--- config.mk ---
export PLATFORM = sky130hd
export DESIGN_NAME = rs485_encoder_position_reader
export DESIGN_NICKNAME = d
export VERILOG_FILES = /design/src/sv/rs485ep_pkg.sv /design/src/sv/rs485_encoder_position_reader.sv /design/src/sv/rs485ep_step.sv
export SDC_FILE = /design/constraint.sdc
export NUM_CORES = 1
export LEC_CHECK = 0
export ABC_AREA = 0
export BUFFER_PORTS_ARGS = -buffer_cell sky130_fd_sc_hd__buf_2
export CORE_ASPECT_RATIO = 0.8
export CORE_UTILIZATION = 55
export CTS_CLUSTER_SIZE = 28
export DETAILED_ROUTE_END_ITERATION = 12
export PLACE_DENSITY_LB_ADDON = 0.3
export SLEW_MARGIN = 20
export SYNTH_ARGS = -nofsm -noshare
export SYNTH_HDL_FRONTEND = slang
export SYNTH_HIERARCHICAL = 1
export SYNTH_SLANG_ARGS = --single-unit
--- constraint.sdc ---
create_clock -name clk -period 3.8 [get_ports clk]
set_input_delay 0.76 -clock clk [delete_from_list [all_inputs] [get_ports clk]]
set_output_delay 0.76 -clock clk [all_outputs]
set_load 0.005 [all_outputs]
--- src/sv/rs485ep_pkg.sv ---
// rs485ep_pkg: shared types, codes and reset values for the rs485 encoder
// position reader; depends on nothing, used by the step logic and the top level
`timescale 1ns / 1ps

package rs485ep_pkg;

  // input command codes
  localparam logic [2:0] CMD_READ  = 3'd0;
  localparam logic [2:0] CMD_ZERO  = 3'd1;
  localparam logic [2:0] CMD_RESET = 3'd2;
  localparam logic [2:0] CMD_RX    = 3'd3;
  localparam logic [2:0] CMD_TICK  = 3'd4;

  // configuration register indexes
  localparam logic [2:0] REG_NODE_ADDRESS = 3'd0;
  localparam logic [2:0] REG_REPLY_TIMEOUT = 3'd1;
  localparam logic [2:0] REG_TURNAROUND   = 3'd2;
  localparam logic [2:0] REG_RETRY_GAP    = 3'd3;
  localparam logic [2:0] REG_TRY_LIMIT    = 3'd4;

  // register reset values
  localparam logic [7:0]  NODE_ADDRESS_RST = 8'd84;
  localparam logic [15:0] REPLY_TIMEOUT_RST = 16'd2500;
  localparam logic [15:0] TURNAROUND_RST   = 16'd70;
  localparam logic [15:0] RETRY_GAP_RST    = 16'd150;
  localparam logic [7:0]  TRY_LIMIT_RST    = 8'd1;

  localparam logic [7:0] ZERO_FLAG  = 8'h02;
  localparam logic [7:0] RESET_FLAG = 8'h03;

  typedef enum logic [2:0] {
    PH_IDLE  = 3'd0,
    PH_TURN  = 3'd1,
    PH_WLOW  = 3'd2,
    PH_WHIGH = 3'd3,
    PH_GAP   = 3'd4
  } phase_t;

  typedef enum logic [1:0] {
    OP_READ  = 2'd0,
    OP_ZERO  = 2'd1,
    OP_RESET = 2'd2
  } op_t;

  typedef enum logic [1:0] {
    FAIL_NONE    = 2'd0,
    FAIL_TIMEOUT = 2'd1,
    FAIL_CHECK   = 2'd2
  } fail_t;

  typedef struct packed {
    logic [7:0]  node_address;
    logic [15:0] reply_timeout_ticks;
    logic [15:0] turnaround_ticks;
    logic [15:0] retry_gap_ticks;
    logic [7:0]  try_limit;
  } cfg_t;

  typedef struct packed {
    phase_t      phase;
    logic [15:0] tick_count;
    logic [7:0]  low_reply_byte;
    logic [7:0]  tries_used;
    op_t         operation_kind;
    logic [11:0] last_position;
  } ctl_state_t;

  typedef struct packed {
    logic        tx_valid;
    logic [7:0]  tx_byte;
    logic        driver_enable;
    logic        done_res;
    logic        success;
    logic [11:0] position;
    fail_t       fail_kind;
    logic        busy_res;
  } result_t;

  // odd parity check bits: bit 1 over odd position bits, bit 0 over even ones
  function automatic logic [1:0] check_bits(input logic [11:0] pos);
    logic ev;
    logic od;
    ev = pos[0] ^ pos[2] ^ pos[4] ^ pos[6] ^ pos[8] ^ pos[10];
    od = pos[1] ^ pos[3] ^ pos[5] ^ pos[7] ^ pos[9] ^ pos[11];
    return ~{od, ev};
  endfunction

endpackage

--- src/sv/rs485_encoder_position_reader.sv ---
// rs485_encoder_position_reader: top level of the encoder read controller
// holds configuration, controller state and the result register; uses rs485ep_pkg
// and rs485ep_step
`timescale 1ns / 1ps

// Half-duplex controller for an addressed absolute encoder. Each input word is
// a command (read, zero, reset), a received bus byte or one time tick, and it
// yields exactly one result word that shows the bus outputs and status after
// that word. A word is handled combinationally: the state update and parity
// check sit between the controller state registers and the result register,
// so a new word is taken every cycle as long as the result register is empty
// or being drained in the same cycle (one word per cycle sustained). Timing is
// counted in input ticks, not clock cycles. Configuration registers are
// written through cfg_we/cfg_index/cfg_data and should only be changed while
// the controller is idle.
module rs485_encoder_position_reader (
  input  logic        clk,
  input  logic        rst,
  // configuration
  input  logic        cfg_we,
  input  logic [2:0]  cfg_index,
  input  logic [15:0] cfg_data,
  // input words
  input  logic        in_valid,
  output logic        in_ready,
  input  logic [2:0]  command,
  input  logic [7:0]  rx_byte,
  // result words
  output logic        out_valid,
  input  logic        out_ready,
  output logic        tx_valid,
  output logic [7:0]  tx_byte,
  output logic        driver_enable,
  output logic        done_res,
  output logic        success,
  output logic [11:0] position,
  output logic [1:0]  fail_kind,
  output logic        busy_res
);
  import rs485ep_pkg::*;

  cfg_t       cfg;
  ctl_state_t state;
  ctl_state_t state_next;
  result_t    res_next;
  result_t    res;
  logic       accept;

  // result register frees up when empty or taken this cycle
  assign in_ready = !out_valid || out_ready;
  assign accept   = in_valid && in_ready;

  // configuration registers
  always_ff @(posedge clk) begin
    if (rst) begin
      cfg.node_address        <= NODE_ADDRESS_RST;
      cfg.reply_timeout_ticks <= REPLY_TIMEOUT_RST;
      cfg.turnaround_ticks    <= TURNAROUND_RST;
      cfg.retry_gap_ticks     <= RETRY_GAP_RST;
      cfg.try_limit           <= TRY_LIMIT_RST;
    end else if (cfg_we) begin
      case (cfg_index)
        REG_NODE_ADDRESS:  cfg.node_address        <= cfg_data[7:0];
        REG_REPLY_TIMEOUT: cfg.reply_timeout_ticks <= cfg_data;
        REG_TURNAROUND:    cfg.turnaround_ticks    <= cfg_data;
        REG_RETRY_GAP:     cfg.retry_gap_ticks     <= cfg_data;
        REG_TRY_LIMIT:     cfg.try_limit           <= cfg_data[7:0];
        default: begin
        end
      endcase
    end
  end

  // all per-word logic lives in the step block
  rs485ep_step u_step (
    .cfg     (cfg),
    .cur     (state),
    .command (command),
    .rx_byte (rx_byte),
    .nxt     (state_next),
    .res     (res_next)
  );

  // controller state advances only on an accepted word
  always_ff @(posedge clk) begin
    if (rst) begin
      state.phase          <= PH_IDLE;
      state.tick_count     <= 16'd0;
      state.low_reply_byte <= 8'd0;
      state.tries_used     <= 8'd0;
      state.operation_kind <= OP_READ;
      state.last_position  <= 12'd0;
    end else if (accept) begin
      state <= state_next;
    end
  end

  // result register: valid is control, payload loads on accept
  always_ff @(posedge clk) begin
    if (rst) begin
      out_valid <= 1'b0;
    end else if (accept) begin
      out_valid <= 1'b1;
    end else if (out_ready) begin
      out_valid <= 1'b0;
    end
  end

  always_ff @(posedge clk) begin
    if (accept) begin
      res <= res_next;
    end
  end

  assign tx_valid      = res.tx_valid;
  assign tx_byte       = res.tx_byte;
  assign driver_enable = res.driver_enable;
  assign done_res      = res.done_res;
  assign success       = res.success;
  assign position      = res.position;
  assign fail_kind     = res.fail_kind;
  assign busy_res      = res.busy_res;

  // waiting for reply bytes only ever happens during a read
  assert property (@(posedge clk) disable iff (rst)
    (state.phase == PH_WLOW || state.phase == PH_WHIGH) |-> state.operation_kind == OP_READ)
    else $error("reply wait outside a read");

  // an accepted word always produces a result word
  assert property (@(posedge clk) disable iff (rst)
    accept |=> out_valid)
    else $error("accepted word produced no result");

  // a finished operation is either a success or carries a fail kind
  assert property (@(posedge clk) disable iff (rst)
    (out_valid && done_res) |-> (success != (fail_kind != FAIL_NONE)))
    else $error("finish without exactly one of success or fail kind");

  // the result reflects the controller state it was produced with
  assert property (@(posedge clk) disable iff (rst)
    $past(accept) |-> (busy_res == (state.phase != PH_IDLE)
                       && position == state.last_position))
    else $error("result out of step with controller state");

endmodule

--- src/sv/rs485ep_step.sv ---
// rs485ep_step: next-state and result logic for one input word
// depends on rs485ep_pkg
`timescale 1ns / 1ps

module rs485ep_step (
  input  rs485ep_pkg::cfg_t       cfg,
  input  rs485ep_pkg::ctl_state_t cur,
  input  logic [2:0]              command,
  input  logic [7:0]              rx_byte,
  output rs485ep_pkg::ctl_state_t nxt,
  output rs485ep_pkg::result_t    res
);
  import rs485ep_pkg::*;

  logic        do_fail;
  logic        do_enter;
  logic        do_send;
  fail_t       fail_k;
  logic [15:0] tick_inc;
  logic [7:0]  tries_inc;
  logic [11:0] rx_pos;
  logic [7:0]  cmd_byte;

  assign tick_inc = cur.tick_count + 16'd1;
  assign rx_pos   = {rx_byte[5:0], cur.low_reply_byte[7:2]};

  always_comb begin
    nxt       = cur;
    res       = '0;
    do_fail   = 1'b0;
    do_enter  = 1'b0;
    do_send   = 1'b0;
    fail_k    = FAIL_NONE;
    tries_inc = 8'd0;
    cmd_byte  = 8'd0;

    case (command)
      CMD_READ, CMD_ZERO, CMD_RESET: begin
        if (cur.phase == PH_IDLE) begin
          nxt.operation_kind = op_t'(command[1:0]);
          nxt.tries_used     = 8'd0;
          do_enter           = 1'b1;
        end
      end
      CMD_RX: begin
        if (cur.phase == PH_WLOW) begin
          nxt.low_reply_byte = rx_byte;
          nxt.tick_count     = 16'd0;
          nxt.phase          = PH_WHIGH;
        end else if (cur.phase == PH_WHIGH) begin
          if (check_bits(rx_pos) != rx_byte[7:6]) begin
            do_fail = 1'b1;
            fail_k  = FAIL_CHECK;
          end else begin
            nxt.last_position = rx_pos;
            nxt.phase         = PH_IDLE;
            nxt.tick_count    = 16'd0;
            res.done_res      = 1'b1;
            res.success       = 1'b1;
          end
        end
      end
      CMD_TICK: begin
        if (cur.phase == PH_TURN) begin
          nxt.tick_count = tick_inc;
          do_send        = (tick_inc >= cfg.turnaround_ticks);
        end else if (cur.phase == PH_WLOW || cur.phase == PH_WHIGH) begin
          if (cur.tick_count >= cfg.reply_timeout_ticks) begin
            do_fail = 1'b1;
            fail_k  = FAIL_TIMEOUT;
          end else begin
            nxt.tick_count = tick_inc;
          end
        end else if (cur.phase == PH_GAP) begin
          nxt.tick_count = tick_inc;
          do_enter       = (tick_inc >= cfg.retry_gap_ticks);
        end
      end
      default: begin
      end
    endcase

    // failed try: report on the last one, else gap or retry at once
    if (do_fail) begin
      tries_inc      = cur.tries_used + 8'd1;
      nxt.tries_used = tries_inc;
      nxt.tick_count = 16'd0;
      if (tries_inc >= cfg.try_limit) begin
        nxt.phase     = PH_IDLE;
        res.done_res  = 1'b1;
        res.fail_kind = fail_k;
      end else if (cfg.retry_gap_ticks == 16'd0) begin
        do_enter = 1'b1;
      end else begin
        nxt.phase = PH_GAP;
      end
    end

    if (do_enter) begin
      nxt.phase      = PH_TURN;
      nxt.tick_count = 16'd0;
      if (cfg.turnaround_ticks == 16'd0) begin
        do_send = 1'b1;
      end
    end

    if (do_send) begin
      cmd_byte = cfg.node_address;
      if (nxt.operation_kind == OP_ZERO) begin
        cmd_byte = cmd_byte | ZERO_FLAG;
      end else if (nxt.operation_kind == OP_RESET) begin
        cmd_byte = cmd_byte | RESET_FLAG;
      end
      res.tx_valid   = 1'b1;
      res.tx_byte    = cmd_byte;
      nxt.tick_count = 16'd0;
      if (nxt.operation_kind == OP_READ) begin
        nxt.phase = PH_WLOW;
      end else begin
        nxt.phase    = PH_IDLE;
        res.done_res = 1'b1;
        res.success  = 1'b1;
      end
    end

    res.driver_enable = !(nxt.phase == PH_WLOW || nxt.phase == PH_WHIGH);
    res.busy_res      = (nxt.phase != PH_IDLE);
    res.position      = nxt.last_position;
  end

endmodule

; ---- Word-level counts from Yosys, hierarchy flattened
; Index checks and enable logic that the tools add are counted.
[word_totals]
register_bits = 141
in_bits = 35
elab_cells = 146
[classes]
n_addsub = 2
order_cmp = 4
eq_ne = 21
mux = 61
n_bitwise = 11
reduce_logical = 27
[op_table]
columns = op, n
row1 = 19-bit two-way mux, 6
row2 = 16-bit two-way mux, 4
row3 = 16-bit greater-or-equal comparator, 3
row4 = 12-bit two-way mux, 4
row5 = 16-bit logical NOT, 2
row6 = 16-bit case mux with 2 select lines, 1
row7 = 2-bit two-way mux, 14
row8 = 3-bit by 2-bit == test with 1-bit output (second input constant), 8
row9 = 1-bit two-way mux, 22
row10 = 10-bit two-way mux, 2
row11 = 16-bit by 1-bit adder with 16-bit output (second input constant), 1
row12 = 2-bit AND reduction, 6
row13 = 1-bit XOR, 10
row14 = 3-bit by 1-bit == test with 1-bit output (second input constant), 3
row15 = 3-bit == test (second input constant), 3
row16 = 3-bit logical NOT, 3
row17 = 3-bit two-way mux, 3
row18 = 9-bit two-way mux, 1
row19 = 8-bit by 1-bit adder with 8-bit output (second input constant), 1
row20 = 8-bit greater-or-equal comparator, 1
row21 = 8-bit two-way mux, 1
row22 = 7-bit by 1-bit inequality test with 1-bit output (second input constant), 1
row23 = 7-bit by 3-bit inequality test with 1-bit output (second input constant), 1
row24 = 6-bit by 1-bit inequality test with 1-bit output (second input constant), 1
row25 = other kinds (17), 24

; ---- Depth between registers and ports, before layout
[depth]
depth_word = 19
depth_mapped = 18

; ---- Hierarchy
; Netlist, hierarchy kept.
[by_module_without_submodules]
columns = module, instances, cells_per_inst, area_each_um2, seq_area_each_um2
row1 = rs485_encoder_position_reader, 1, 519, 5221.3, 3093.0
row2 = rs485ep_step, 1, 445, 3149.3, 0.0

; ---- Worst setup path after synthesis
; Ideal clock, no wire load.
[synth_timing]
path_type = register to register
start = register state[30] (netlist bit)
end = register res (netlist bit busy_res), data pin
setup_ns = 0.266
arrival_time_ns = 3.645
required_ns = 3.534
path_slack_ns = -0.110
stages_incl_launch_ff = 17
synth_period_minus_slack_ns = 3.910
cell_sequence = dfxtp_1 > ha_1 > nand2_1 > nor3_1 > and3_1 > and3_1 > nand3_1 > xnor2_1 > ha_1 > a21o_1 > a21oi_1 > o211ai_2 > a211oi_1 > o2bb2ai_2 > o221ai_2 > o2bb2ai_2 > or3b_1
[synth_lines]
columns = item, line
row1 = "start, declared", rs485_encoder_position_reader.sv:43  ; ctl_state_t state;
row2 = "start signal, assigned", rs485_encoder_position_reader.sv:94  ; state <= state_next;
row3 = "end signal, assigned", rs485_encoder_position_reader.sv:111  ; res <= res_next;
row4 = "end, declared", rs485_encoder_position_reader.sv:46  ; result_t res;

==> qor.yml <==
timing:
  fmax_mhz: 275.6
  timing.hold.ws_ps: 457.1
  final-max-slew-violation-count: 0
  fin_setup_tns_ps: 0
  relSlewSlack: 0.3554
  final.setup.worst_slack_ps: 172.1
  timing.final.crit_share: 0.9547
  min_tclk_post_route_ps: 3628
  report.final.hold_viol_count: 0
  fin_worst_skew_ps: 7.309
  setup-violations-final: 0
  worst_pin_slew_ps: 966.9
worst_setup_path:
  worstSetupEndpointType: "register"
  arrival_ps: 3790
  cp_max_fo: 5
  worst_setup_path_start_kind: "register"
  required_ps: 3970
  setup.worst_path.class: "reg2reg"
routing:
  final_wl_um: 20120
  highest-signal-layer: "met4"
  dr.first_iter.drc_count: 556
  wl_met1_um: 9444
  detailroute.wirelength.met2_um: 9276
  drtPass1Iterations: 9
  mean_number_of_vias_per_cell: 5.842
  drt.antenna.violating_nets: 0
  met3_length_um: 1054
  vias: 6969
  drc_errors: 5
  wl_per_cell_um: 16.87
power:
  total_leakage_power_nw: 3.820
  vdd_drop_max_mv: 0.2610
  p_per_cell_area_nw_per_um2: 371.7
clock_network:
  clock_sinks: 139
  worst_setup_hold_path_clk_slew_ps: 60
  hold_buffers: 0
  worst_skew_pair.late_latency_ps: 420
  cts_root_buffer: "sky130_fd_sc_hd__clkbuf_16"
  ctsLongestPathBuffers: 2
  cts_inserted_buffers: 17
  cts-htree-levels: 4
  tritoncts: "done"
placed_design:
  detailed_place_hpwl_um: 13930
  place_inst: 1159
  rd_place_congestion: 0.9016
  detailedPlace.worstSlack_ps: 22.44
  place.port_buffers: 63
layout:
  num_antenna_cells: 0
  post_route_utilization: 0.6516
  fill_cells: 1222
  area_growth_syn_to_layout_pct: 14.23
  num-nets-final: 1090
  stdcell_count: 1193
  drive_gt1_frac: 0.1913
min_path:
  hold_path_class: "reg2reg"
grt:
  grt_first_pass_wirelength_um: 33160
  globalRouteOverflowTotal: 0
  grt_start_max_net_pins: 96
  first_global_vias: 6528
  grt.total_usage: 0.2687
  initial_antenna_violation_count: 0
outcome:
  run_status: "complete, but fails checks"
  failing_checks: "design-rule violations"
yosys:
  syn-instance-count: 954
  syn_area_um2: 8268
  syn-num-nets: 1047
  synth_area_per_cell_um2: 8.667
  ys_warn_count: 6
floorplan:
  die-area_um2: 15530
  die-height_um: 111.7
  die_width_um: 139.1
  floorplan.initialDensity: 0.5705
  io_pins: 64
  rows: 39
  core_area_um2: 14490
flow_run:
  count_of_max_cap_constraint_violations: 0
-- path summary, 6_finish.rpt --
kind,depth (start not counted),to,startpoint,slack (ps)
min reg2reg,2,cfg[43],cfg[43],460
max,17,busy_res,state[31],170
min,2,cfg[43],cfg[43],460
max reg2reg,17,busy_res,state[31],170
-- where the power goes --
| part | total (mW) | switching [mW] | leakage (nW) | internal, mW |
|---|---|---|---|---|
| Clock | 1.72 | 0.619 | 0.297 | 1.10 |
| Sequential | 1.55 | 0.0166 | 1.18 | 1.53 |
| Combinational | 0.246 | 0.163 | 2.35 | 0.0831 |
-- per-layer routing --
metal,up-vias,GRT usage
met1,3294,0.3641
met3,29,0.05376
li1,3455,-
met5,-,0
met2,191,0.4316
met4,0,0.08444
-- state kept, by name, indices dropped and copies added, names as in the netlist --
| name | flops |
|---|---|
| state | 47 |
| done_res | 1 |
| tx_valid | 1 |
| out_valid | 1 |
| busy_res | 1 |
| driver_enable | 1 |
| cfg | 64 |
| fail_kind | 2 |
| position | 12 |
| success | 1 |
| tx_byte | 8 |
-- what timing repair did --
action,4_1_cts,5_1_grt
gates resized for setup,0,27
endpoints found under the setup margin,0,27
hold endpoints to repair,0,0
buffers inserted,0,3
-- worst max-delay path: stages (launching register included) --
cell	delay, ps
sky130_fd_sc_hd__dfxtp_2	360
sky130_fd_sc_hd__ha_2	180
sky130_fd_sc_hd__nand2_1	110
sky130_fd_sc_hd__nor3_2	240
sky130_fd_sc_hd__and3_4	220
sky130_fd_sc_hd__and3_4	190
sky130_fd_sc_hd__nand3_2	90
sky130_fd_sc_hd__xnor2_2	160
sky130_fd_sc_hd__buf_4	150
sky130_fd_sc_hd__ha_1	280
sky130_fd_sc_hd__nand4_1	180
sky130_fd_sc_hd__a2111oi_4	300
sky130_fd_sc_hd__a211oi_2	120
sky130_fd_sc_hd__buf_4	160
sky130_fd_sc_hd__o221ai_2	80
sky130_fd_sc_hd__buf_6	150
sky130_fd_sc_hd__a21oi_1	50
sky130_fd_sc_hd__or3b_1	340
-- layout by cell type (no fill, tap or decap), types with 5 or more instances in the layout --
master                      count
sky130_fd_sc_hd__a22oi_1        5
sky130_fd_sc_hd__nand2b_1       7
sky130_fd_sc_hd__a311oi_1       6
sky130_fd_sc_hd__a21bo_2        9
sky130_fd_sc_hd__a21bo_1       38
sky130_fd_sc_hd__buf_2         62
sky130_fd_sc_hd__dfxtp_1      108
sky130_fd_sc_hd__and3_1         5
sky130_fd_sc_hd__nor3_1        23
sky130_fd_sc_hd__and2_1        11
sky130_fd_sc_hd__ha_1          57
sky130_fd_sc_hd__clkbuf_16     17
sky130_fd_sc_hd__mux2i_1       14
sky130_fd_sc_hd__edfxtp_1      27
sky130_fd_sc_hd__mux2_2        18
sky130_fd_sc_hd__xor2_1        12
sky130_fd_sc_hd__xnor2_1        9
sky130_fd_sc_hd__nand4_1        8
sky130_fd_sc_hd__o21ai_0       24
sky130_fd_sc_hd__a211oi_1       6
sky130_fd_sc_hd__nor2_1        54
sky130_fd_sc_hd__nor4_1         8
sky130_fd_sc_hd__buf_4         32
sky130_fd_sc_hd__inv_1         63
sky130_fd_sc_hd__a21o_1        10
sky130_fd_sc_hd__a21oi_1      127
sky130_fd_sc_hd__nand3_1       60
sky130_fd_sc_hd__nand2_1       95
-- metrics by stage --
step | power [mW] | cell area, um2
finish | 3.510 | 9444
global route | 3.620 | 9444
CTS | 3.520 | 9296
detailed placement | 1.820 | 8691
global placement | 1.815 | 8691
floorplan | 1.729 | 8282
-- cell type report --
class                      count  area, um2  area share
clock buffer                  24      491.7     0.05207
sequential                   139       3058      0.3238
timing repair buffer          96      581.8     0.06161
multi-input combinational    680       4732      0.5011
clock inverter                 7      113.9     0.01206
tap                          184      230.2     0.02438
inverter                      63      236.5     0.02504
Note: power is estimated with default switching activity, not from simulation.
